==> src/sv/dad_pkg.sv <==
// ----------------------------------------------------------------------------
// dad_pkg
// Shared types, codes and constants for the anchor column box decoder.
// ----------------------------------------------------------------------------
package dad_pkg;

  // widths of the item and result fields
  localparam int unsigned OPCODE_W = 2;
  localparam int unsigned INDEX_W  = 7;
  localparam int unsigned VALUE_W  = 18;
  localparam int unsigned SCORE_W  = 16;
  localparam int unsigned COORD_W  = 16;
  localparam int unsigned FRAME_W  = 12;
  localparam int unsigned COUNT_W  = 8;
  localparam int unsigned CFG_IDX_W = 2;
  localparam int unsigned CFG_DATA_W = 12;

  localparam int unsigned MAX_CLASSES_DEFAULT = 128;

  localparam logic [SCORE_W-1:0] DEFAULT_THRESHOLD = 16'd16384;

  localparam logic [FRAME_W-1:0] NET_WIDTH_RESET  = 12'd640;
  localparam logic [FRAME_W-1:0] NET_HEIGHT_RESET = 12'd640;
  localparam logic [COUNT_W-1:0] THRESHOLD_COUNT_RESET = 8'd0;

  typedef enum logic [OPCODE_W-1:0] {
    OP_BOX    = 2'd0,
    OP_SCORE  = 2'd1,
    OP_THRESH = 2'd2
  } opcode_t;

  typedef enum logic [CFG_IDX_W-1:0] {
    REG_NET_WIDTH       = 2'd0,
    REG_NET_HEIGHT      = 2'd1,
    REG_THRESHOLD_COUNT = 2'd2
  } cfg_reg_t;

  // box slots within the anchor column
  localparam logic [1:0] SLOT_CX = 2'd0;
  localparam logic [1:0] SLOT_CY = 2'd1;
  localparam logic [1:0] SLOT_W  = 2'd2;
  localparam logic [1:0] SLOT_H  = 2'd3;

  // saturate a signed value to unsigned Q0.16
  function automatic logic [SCORE_W-1:0] sat_score(input logic signed [VALUE_W-1:0] v);
    logic [SCORE_W-1:0] r;
    if (v[VALUE_W-1]) begin
      r = '0;
    end else if (v[VALUE_W-2:SCORE_W] != '0) begin
      r = '1;
    end else begin
      r = v[SCORE_W-1:0];
    end
    return r;
  endfunction

  // edge = 2*centre - size in Q.5, clamped to [0, 32*frame], returned in Q12.4
  function automatic logic [COORD_W-1:0] clamp_edge(
    input logic signed [VALUE_W-1:0] centre,
    input logic signed [VALUE_W-1:0] size,
    input logic [FRAME_W-1:0]        frame
  );
    logic signed [VALUE_W+1:0] e5;
    logic        [FRAME_W+4:0] lim5;
    logic        [FRAME_W+4:0] clamped;
    e5   = $signed({centre[VALUE_W-1], centre, 1'b0}) -
           $signed({{2{size[VALUE_W-1]}}, size});
    lim5 = {frame, 5'b0};
    if (e5[VALUE_W+1]) begin
      clamped = '0;
    end else if (e5 > $signed({3'b0, lim5})) begin
      clamped = lim5;
    end else begin
      clamped = e5[FRAME_W+4:0];
    end
    return clamped[FRAME_W+4:1];
  endfunction

endpackage

==> src/sv/detection_anchor_decode.sv <==
// ----------------------------------------------------------------------------
// detection_anchor_decode
// Streams anchor column elements, tracks the best class score and emits one
// clamped, trimmed detection box per anchor that passes its class threshold and keeps a non-empty box.
// ----------------------------------------------------------------------------
// One element is taken every clock cycle while item_stall is low. Each
// element passes an input register, a decode stage that updates the box
// and best-score state and reads the threshold table, and a threshold/trim
// stage feeding the result register, where the detection for the element
// marked last is registered. The threshold table is a single memory of
// MAX_CLASSES entries written by load elements and read once per anchor
// end that has a best class; entries hold no defined value until loaded and
// the table is not cleared at reset. Results wait in the result register
// while new elements keep flowing until both internal stages are full.
module detection_anchor_decode #(
  parameter int unsigned MAX_CLASSES = dad_pkg::MAX_CLASSES_DEFAULT
) (
  input  logic                                   clk,
  input  logic                                   rst,
  input  logic                                   cfg_write,
  input  logic [dad_pkg::CFG_IDX_W-1:0]          cfg_index,
  input  logic [dad_pkg::CFG_DATA_W-1:0]         cfg_data,
  input  logic                                   item_valid,
  output logic                                   item_stall,
  input  logic [dad_pkg::OPCODE_W-1:0]           opcode,
  input  logic [dad_pkg::INDEX_W-1:0]            index,
  input  logic signed [dad_pkg::VALUE_W-1:0]     value,
  input  logic                                   last,
  output logic                                   result_valid,
  input  logic                                   result_stall,
  output logic [dad_pkg::INDEX_W-1:0]            class_id,
  output logic [dad_pkg::SCORE_W-1:0]            confidence,
  output logic [dad_pkg::COORD_W-1:0]            left,
  output logic [dad_pkg::COORD_W-1:0]            top,
  output logic [dad_pkg::COORD_W-1:0]            box_width,
  output logic [dad_pkg::COORD_W-1:0]            box_height
);

  localparam int unsigned ADDR_W = (MAX_CLASSES > 1) ? $clog2(MAX_CLASSES) : 1;
  localparam logic [8:0]  CLASS_LIMIT = 9'(MAX_CLASSES);

  // configuration
  logic [dad_pkg::FRAME_W-1:0] net_width;
  logic [dad_pkg::FRAME_W-1:0] net_height;
  logic [dad_pkg::COUNT_W-1:0] threshold_count;

  // input register
  logic                                s1_valid;
  logic [dad_pkg::OPCODE_W-1:0]        s1_opcode;
  logic [dad_pkg::INDEX_W-1:0]         s1_index;
  logic signed [dad_pkg::VALUE_W-1:0]  s1_value;
  logic                                s1_last;

  // anchor state
  logic [dad_pkg::SCORE_W-1:0]         best_score;
  logic [dad_pkg::INDEX_W-1:0]         best_class;
  logic                                best_valid;
  logic signed [dad_pkg::VALUE_W-1:0]  box_values [4];

  // threshold table
  logic [dad_pkg::SCORE_W-1:0]         thr_mem [MAX_CLASSES];
  logic [dad_pkg::SCORE_W-1:0]         thr_rd;

  // threshold/trim stage
  logic                                s2_valid;
  logic [dad_pkg::INDEX_W-1:0]         s2_class;
  logic [dad_pkg::SCORE_W-1:0]         s2_score;
  logic                                s2_default;
  logic [dad_pkg::COORD_W-1:0]         s2_left;
  logic [dad_pkg::COORD_W-1:0]         s2_top;
  logic signed [dad_pkg::VALUE_W-1:0]  s2_w;
  logic signed [dad_pkg::VALUE_W-1:0]  s2_h;

  // decode stage logic
  logic                                rdy_out;
  logic                                rdy2;
  logic                                leave;
  logic [dad_pkg::SCORE_W-1:0]         score_sat;
  logic                                class_ok;
  logic                                anchor_end;
  logic                                thr_we;
  logic                                thr_re;
  logic [dad_pkg::SCORE_W-1:0]         eff_score;
  logic [dad_pkg::INDEX_W-1:0]         eff_class;
  logic                                eff_valid;
  logic signed [dad_pkg::VALUE_W-1:0]  eff_box [4];
  logic                                cand;
  logic                                in_table;
  logic [7:0]                          class_ext;
  logic [7:0]                          index_ext;
  logic [ADDR_W-1:0]                   rd_addr;
  logic [ADDR_W-1:0]                   wr_addr;

  // threshold/trim stage logic
  logic [dad_pkg::SCORE_W-1:0]         thr;
  logic [dad_pkg::COORD_W-1:0]         room_w;
  logic [dad_pkg::COORD_W-1:0]         room_h;
  logic signed [dad_pkg::VALUE_W-1:0]  trim_w;
  logic signed [dad_pkg::VALUE_W-1:0]  trim_h;
  logic                                pass;

  assign rdy_out    = !result_valid || !result_stall;
  assign rdy2       = !s2_valid || rdy_out;
  assign item_stall = s1_valid && !rdy2;
  assign leave      = s1_valid && rdy2;

  assign score_sat = dad_pkg::sat_score(s1_value);
  assign class_ok  = {2'b0, s1_index} < CLASS_LIMIT;

  always_comb begin
    eff_score  = best_score;
    eff_class  = best_class;
    eff_valid  = best_valid;
    anchor_end = 1'b0;
    thr_we     = 1'b0;
    for (int i = 0; i < 4; i++) begin
      eff_box[i] = box_values[i];
    end
    case (s1_opcode)
      dad_pkg::OP_BOX: begin
        eff_box[s1_index[1:0]] = s1_value;
        anchor_end = s1_last;
      end
      dad_pkg::OP_SCORE: begin
        if (class_ok && (score_sat > best_score)) begin
          eff_score = score_sat;
          eff_class = s1_index;
          eff_valid = 1'b1;
        end
        anchor_end = s1_last;
      end
      dad_pkg::OP_THRESH: begin
        thr_we = leave && class_ok;
      end
      default: begin
      end
    endcase
  end

  assign cand      = leave && anchor_end && eff_valid;
  assign thr_re    = cand;
  assign in_table  = {1'b0, eff_class} < threshold_count;
  assign class_ext = {1'b0, eff_class};
  assign index_ext = {1'b0, s1_index};
  assign rd_addr   = in_table ? class_ext[ADDR_W-1:0] : '0;
  assign wr_addr   = index_ext[ADDR_W-1:0];

  always_ff @(posedge clk) begin
    if (thr_we) begin
      thr_mem[wr_addr] <= score_sat;
    end
    if (thr_re) begin
      thr_rd <= thr_mem[rd_addr];
    end
  end

  // configuration writes
  always_ff @(posedge clk) begin
    if (rst) begin
      net_width       <= dad_pkg::NET_WIDTH_RESET;
      net_height      <= dad_pkg::NET_HEIGHT_RESET;
      threshold_count <= dad_pkg::THRESHOLD_COUNT_RESET;
    end else if (cfg_write) begin
      case (cfg_index)
        dad_pkg::REG_NET_WIDTH:       net_width       <= cfg_data;
        dad_pkg::REG_NET_HEIGHT:      net_height      <= cfg_data;
        dad_pkg::REG_THRESHOLD_COUNT: threshold_count <= cfg_data[dad_pkg::COUNT_W-1:0];
        default: begin
        end
      endcase
    end
  end

  // input register
  always_ff @(posedge clk) begin
    if (rst) begin
      s1_valid <= 1'b0;
    end else if (!item_stall) begin
      s1_valid <= item_valid;
    end
    if (item_valid && !item_stall) begin
      s1_opcode <= opcode;
      s1_index  <= index;
      s1_value  <= value;
      s1_last   <= last;
    end
  end

  // anchor state; every anchor end clears the best score
  always_ff @(posedge clk) begin
    if (rst) begin
      best_score <= '0;
      best_class <= '0;
      best_valid <= 1'b0;
      for (int i = 0; i < 4; i++) begin
        box_values[i] <= '0;
      end
    end else if (leave) begin
      for (int i = 0; i < 4; i++) begin
        box_values[i] <= eff_box[i];
      end
      if (anchor_end) begin
        best_score <= '0;
        best_class <= '0;
        best_valid <= 1'b0;
      end else begin
        best_score <= eff_score;
        best_class <= eff_class;
        best_valid <= eff_valid;
      end
    end
  end

  // decode stage to threshold/trim stage
  always_ff @(posedge clk) begin
    if (rst) begin
      s2_valid <= 1'b0;
    end else if (rdy2) begin
      s2_valid <= cand;
    end
    if (cand) begin
      s2_class   <= eff_class;
      s2_score   <= eff_score;
      s2_default <= (threshold_count == '0);
      s2_left    <= dad_pkg::clamp_edge(eff_box[dad_pkg::SLOT_CX], eff_box[dad_pkg::SLOT_W],
                                        net_width);
      s2_top     <= dad_pkg::clamp_edge(eff_box[dad_pkg::SLOT_CY], eff_box[dad_pkg::SLOT_H],
                                        net_height);
      s2_w       <= eff_box[dad_pkg::SLOT_W];
      s2_h       <= eff_box[dad_pkg::SLOT_H];
    end
  end

  // trim to the frame edge; room is never negative after the clamp
  assign room_w = {net_width, 4'b0} - s2_left;
  assign room_h = {net_height, 4'b0} - s2_top;
  assign trim_w = (s2_w < $signed({2'b0, room_w})) ? s2_w : $signed({2'b0, room_w});
  assign trim_h = (s2_h < $signed({2'b0, room_h})) ? s2_h : $signed({2'b0, room_h});
  assign thr    = s2_default ? dad_pkg::DEFAULT_THRESHOLD : thr_rd;
  assign pass   = (s2_score >= thr) &&
                  !trim_w[dad_pkg::VALUE_W-1] && (trim_w != '0) &&
                  !trim_h[dad_pkg::VALUE_W-1] && (trim_h != '0);

  // result register
  always_ff @(posedge clk) begin
    if (rst) begin
      result_valid <= 1'b0;
    end else if (rdy_out) begin
      result_valid <= s2_valid && pass;
    end
    if (rdy_out && s2_valid && pass) begin
      class_id   <= s2_class;
      confidence <= s2_score;
      left       <= s2_left;
      top        <= s2_top;
      box_width  <= trim_w[dad_pkg::COORD_W-1:0];
      box_height <= trim_h[dad_pkg::COORD_W-1:0];
    end
  end

`ifndef SYNTHESIS
  a_box_positive: assert property (@(posedge clk) disable iff (rst)
    result_valid |-> (box_width != '0) && (box_height != '0))
    else $error("detection with empty box");

  a_left_in_frame: assert property (@(posedge clk) disable iff (rst)
    result_valid |-> (left <= {net_width, 4'b0}) && (top <= {net_height, 4'b0}))
    else $error("detection corner outside the frame");

  a_table_port: assert property (@(posedge clk) disable iff (rst)
    !(thr_we && thr_re))
    else $error("threshold table written and read by one transaction");

  a_anchor_clear: assert property (@(posedge clk) disable iff (rst)
    cand |=> !best_valid && (best_score == '0))
    else $error("best score kept across an anchor end");
`endif

endmodule

==> config.mk <==
export PLATFORM = sky130hd
export DESIGN_NAME = detection_anchor_decode
export DESIGN_NICKNAME = d
export VERILOG_FILES = /design/src/sv/dad_pkg.sv /design/src/sv/detection_anchor_decode.sv
export SDC_FILE = /design/constraint.sdc
export NUM_CORES = 2
export LEC_CHECK = 0
export BUFFER_PORTS_ARGS = -buffer_cell sky130_fd_sc_hd__buf_2
export CELL_PAD_IN_SITES_DETAIL_PLACEMENT = 2
export CELL_PAD_IN_SITES_GLOBAL_PLACEMENT = 2
export CORE_AREA = 2 2 469 471
export CTS_CLUSTER_DIAMETER = 80
export CTS_CLUSTER_SIZE = 28
export DETAILED_ROUTE_END_ITERATION = 16
export DIE_AREA = 0 0 471 473
export PLACE_DENSITY = 0.76
export SLEW_MARGIN = 20
export SYNTH_ARGS = -nofsm -noshare
export SYNTH_HDL_FRONTEND = slang
export SYNTH_SLANG_ARGS = --single-unit
export TNS_END_PERCENT = 5
==> constraint.sdc <==
create_clock -name clk -period 14.8 [get_ports clk]
set_input_delay 2.96 -clock clk [delete_from_list [all_inputs] [get_ports clk]]
set_output_delay 2.96 -clock clk [all_outputs]
set_load 0.005 [all_outputs]
==> run summary <==
Io pins - 136
Htree depth - 4
Worst skew pair latency - 860 ps
Worst hold path class - reg2reg
Synth Register Bits - 2402
Crit path buffers/inverters - 4
Slowest stage delay, CP - 1010 ps
Fmax - 0.0886 GHz
Simple-gate portion of the synthesized area - 0.0999
Nets@finish - 7292
Setup-failing EPs final - 0
Number of global-route vias before repair - 71600
Commonest non-fill, non-tap cell in the layout - edfxtp_1
Worst Setup End Kind - register
R2R Path End - thr_rd[10]
Crit path max-delay family - compound AO/OA/AOI/OAI gates
Largest family of logic cells by synthesized area - simple AND/OR/NAND/NOR gates
Area occupied by multi-input gates - 0.0266 sq mm
WS Path Type - reg2reg
Routed len/inst - 39.4 um
Slowest cell on crit path - edfxtp_1
Initial antenna violation count - 28
Maximum vdd drop - 0.136 mV
Fill count - 20200
Cells after DPL - 9819
Area Growth Syn to Fin - 10.2%
Fin. max-slew vios - 0
Post-Synth XOR/XNOR Area - 0.00482
Cts bufs inserted - 137
Root buffer cell - clkbuf_16
Dpl ws - 3850 ps
DR iter-0 viols - 9524
Starting Density - 0.458
Leak - 37.4 nW
FF/Latch Area - 0.0715 sq mm
Post-cts sizing count - 0
Hold Crit Depth - 0
Die W - 471 um
Status - finished clean
Largest net degree at the start of global routing - 130
Worst r2r src - s1_value[16]
Fraction of layout cells with a size suffix above 1 - 0.129
First-pass GRT wire length - 554000 um
DRC errors left - 0
Post-Synthesis Cell Area - 0.0999 sq mm
Final wirelength - 397000 um
Grt total ovfl - 0
Final setup margin - 3510 ps
# rows - 172
Syn_nets - 7185
Final period util - 0.763
Syn Area/Cell - 14.3 sq um
Worst hold start - s2_class[0]
CTS tree - done
Reg2Reg Depth - 23
Core area - 0.218 sq mm
Setup Fix Bufs, Post-CTS - 0
Final HPWL DP - 246000 um
IO Port Bufs - 135
Worst-Margin Slew - 1270 ps
Asr flop ratio synth - 0
Fin crit period - 11290 ps
Final hold violation count - 0
EDFF count, synth - 2343
Die area - 0.223 sq mm
Synth unique cells - 93
Post-DR vias/cell - 6.77
Synth Area in Adders - 0.0198
Vias - 68200
Ordered list of cells on the worst path - nor2_1, nor2_4, buf_4, ha_1, a21o_1, o21ai_0, nand3_1, a21boi_0, nor2_1, inv_1, ha_1, a211oi_1, o21ai_0, a21oi_2, nand2_4, buf_4, o21ai_4, buf_4, nor2_1, a221oi_1, o22ai_1, nor4_1, o211ai_1
Post-Layout Cell Count - 10100
Die Y - 473 um
Post-synthesis compound-gate area fraction - 0.0821
Setup TNS Final - 0 ps
R2r setup slk - 3510 ps
Max clock buf depth - 3
RSZ-0062 raised after global routing - false
Hold Buf Count CTS - 0
PD cells - 128 mW/mm^2
Mux cell area share after synthesis - 0.0533
Clock transition at the registers of the reported paths - 100 ps
Gr usage total - 0.350
Post-synthesis sequential area ratio - 0.716
CP required - 15330 ps
Clock Sinks - 2402
Synth Instances - 6981
Synth top area share - 0.705
Rel. slew slack - 0.154
Skew final - 53.7 ps
Post-layout power - 14.1 mW
Commonest cells after routing, fill and taps aside - edfxtp_1 (2343), nand2_1 (657), nor2_1 (529)
First-pass DRT Iterations - 6
Synth area leaders - edfxtp_1 (70%), mux2i_1 (2.5%), nand2_1 (2.5%)
CP startpoint kind - register
Hold EP - class_id[0]
Ys Warns - 0
Synth area leader - edfxtp_1
RD Place Congestion - 0.897
Maxcap violations - 0
Crit path DAT - 11820 ps
Crit path max fanout - 67
Routed Antenna Nets - 0
Main flop type after synthesis - edfxtp_1
## cells in the mapped netlist, types with 52 or more instances
library cell  number
mux2i_1          249
dfxtp_1           59
nand2_1          661
nor4_1            83
or3_1             61
nand3_1          189
o221ai_1          62
inv_1            178
o21ai_0          223
nor3_1           337
a21oi_1          184
mux4_2            75
and2_1            52
a21o_1            58
a31oi_1           87
mux2_2           101
nor2_1           574
clkbuf_1         333
ha_1             155
edfxtp_1        2343
## how the worst max path moves through the flow
| stage | startpoint | endpoint | slack (ps) | depth (start not counted) |
|---|---|---|---|---|
| global placement | s1_value[16] | thr_rd[7] | 4050 | 20 |
| finish | s1_value[16] | thr_rd[10] | 3510 | 23 |
| detailed placement | s1_value[16] | thr_rd[10] | 3850 | 22 |
| CTS | s1_value[16] | thr_rd[10] | 3750 | 24 |
| global route | s1_value[16] | thr_rd[10] | 3440 | 24 |
| floorplan | s2_left[4] | box_height[0] | 2970 | 25 |
## per-layer routing
layer  share of wire  up-vias  global-route usage
met1            0.37    35900               0.450
met5         0.00025        -             0.00260
met4           0.065       16               0.192
met2            0.47     4122               0.563
met3           0.090     1085              0.0627
li1                -    27000                   -
## logic make-up (layout without fill, tap and decap cells)
group | after synthesis | in the layout
flip-flops | 2402 | 2402
AO/OA/AOI/OAI | 1163 | 1163
other | 0 | 7
AND/OR/NAND/NOR | 2170 | 2170
multiplexers | 425 | 425
buffers and inverters | 609 | 820
XOR/XNOR | 55 | 55
adder cells (fa/ha/maj) | 157 | 157
## per-stage QoR
stage / hold WS, ps / cell area [sq um] / util
finish: 439 / 110000 / 0.504
global route: 465 / 110000 / 0.504
CTS: 442 / 110000 / 0.504
detailed placement: 410 / 105000 / 0.482
global placement: 416 / 105000 / 0.481
floorplan: 400 / 99900 / -
## state kept, by name, indices dropped and copies added, names as in the netlist, 18 cells and up
register,count
box_values,72
s2_h,18
s2_w,18
s1_value,18
thr_mem,2048
## layout make-up
class,instances,area share
clock inverters,96,0.0111
clock buffers,147,0.0325
diodes,7,0.000159
repair buffers,395,0.0250
multi-input cells,3970,0.242
flip-flops and latches,2402,0.650
well taps,2871,0.0327
inverters,182,0.00636
## where the power goes
| group | internal (mW) | total (mW) | switching [mW] |
|---|---|---|---|
| sequential | 7.57 | 7.60 | 0.0316 |
| combinational | 0.451 | 1.87 | 1.42 |
| clock | 2.08 | 4.61 | 2.53 |
| total | 10.1 | 14.1 | 3.99 |
Power figures use the tool's default switching activity.
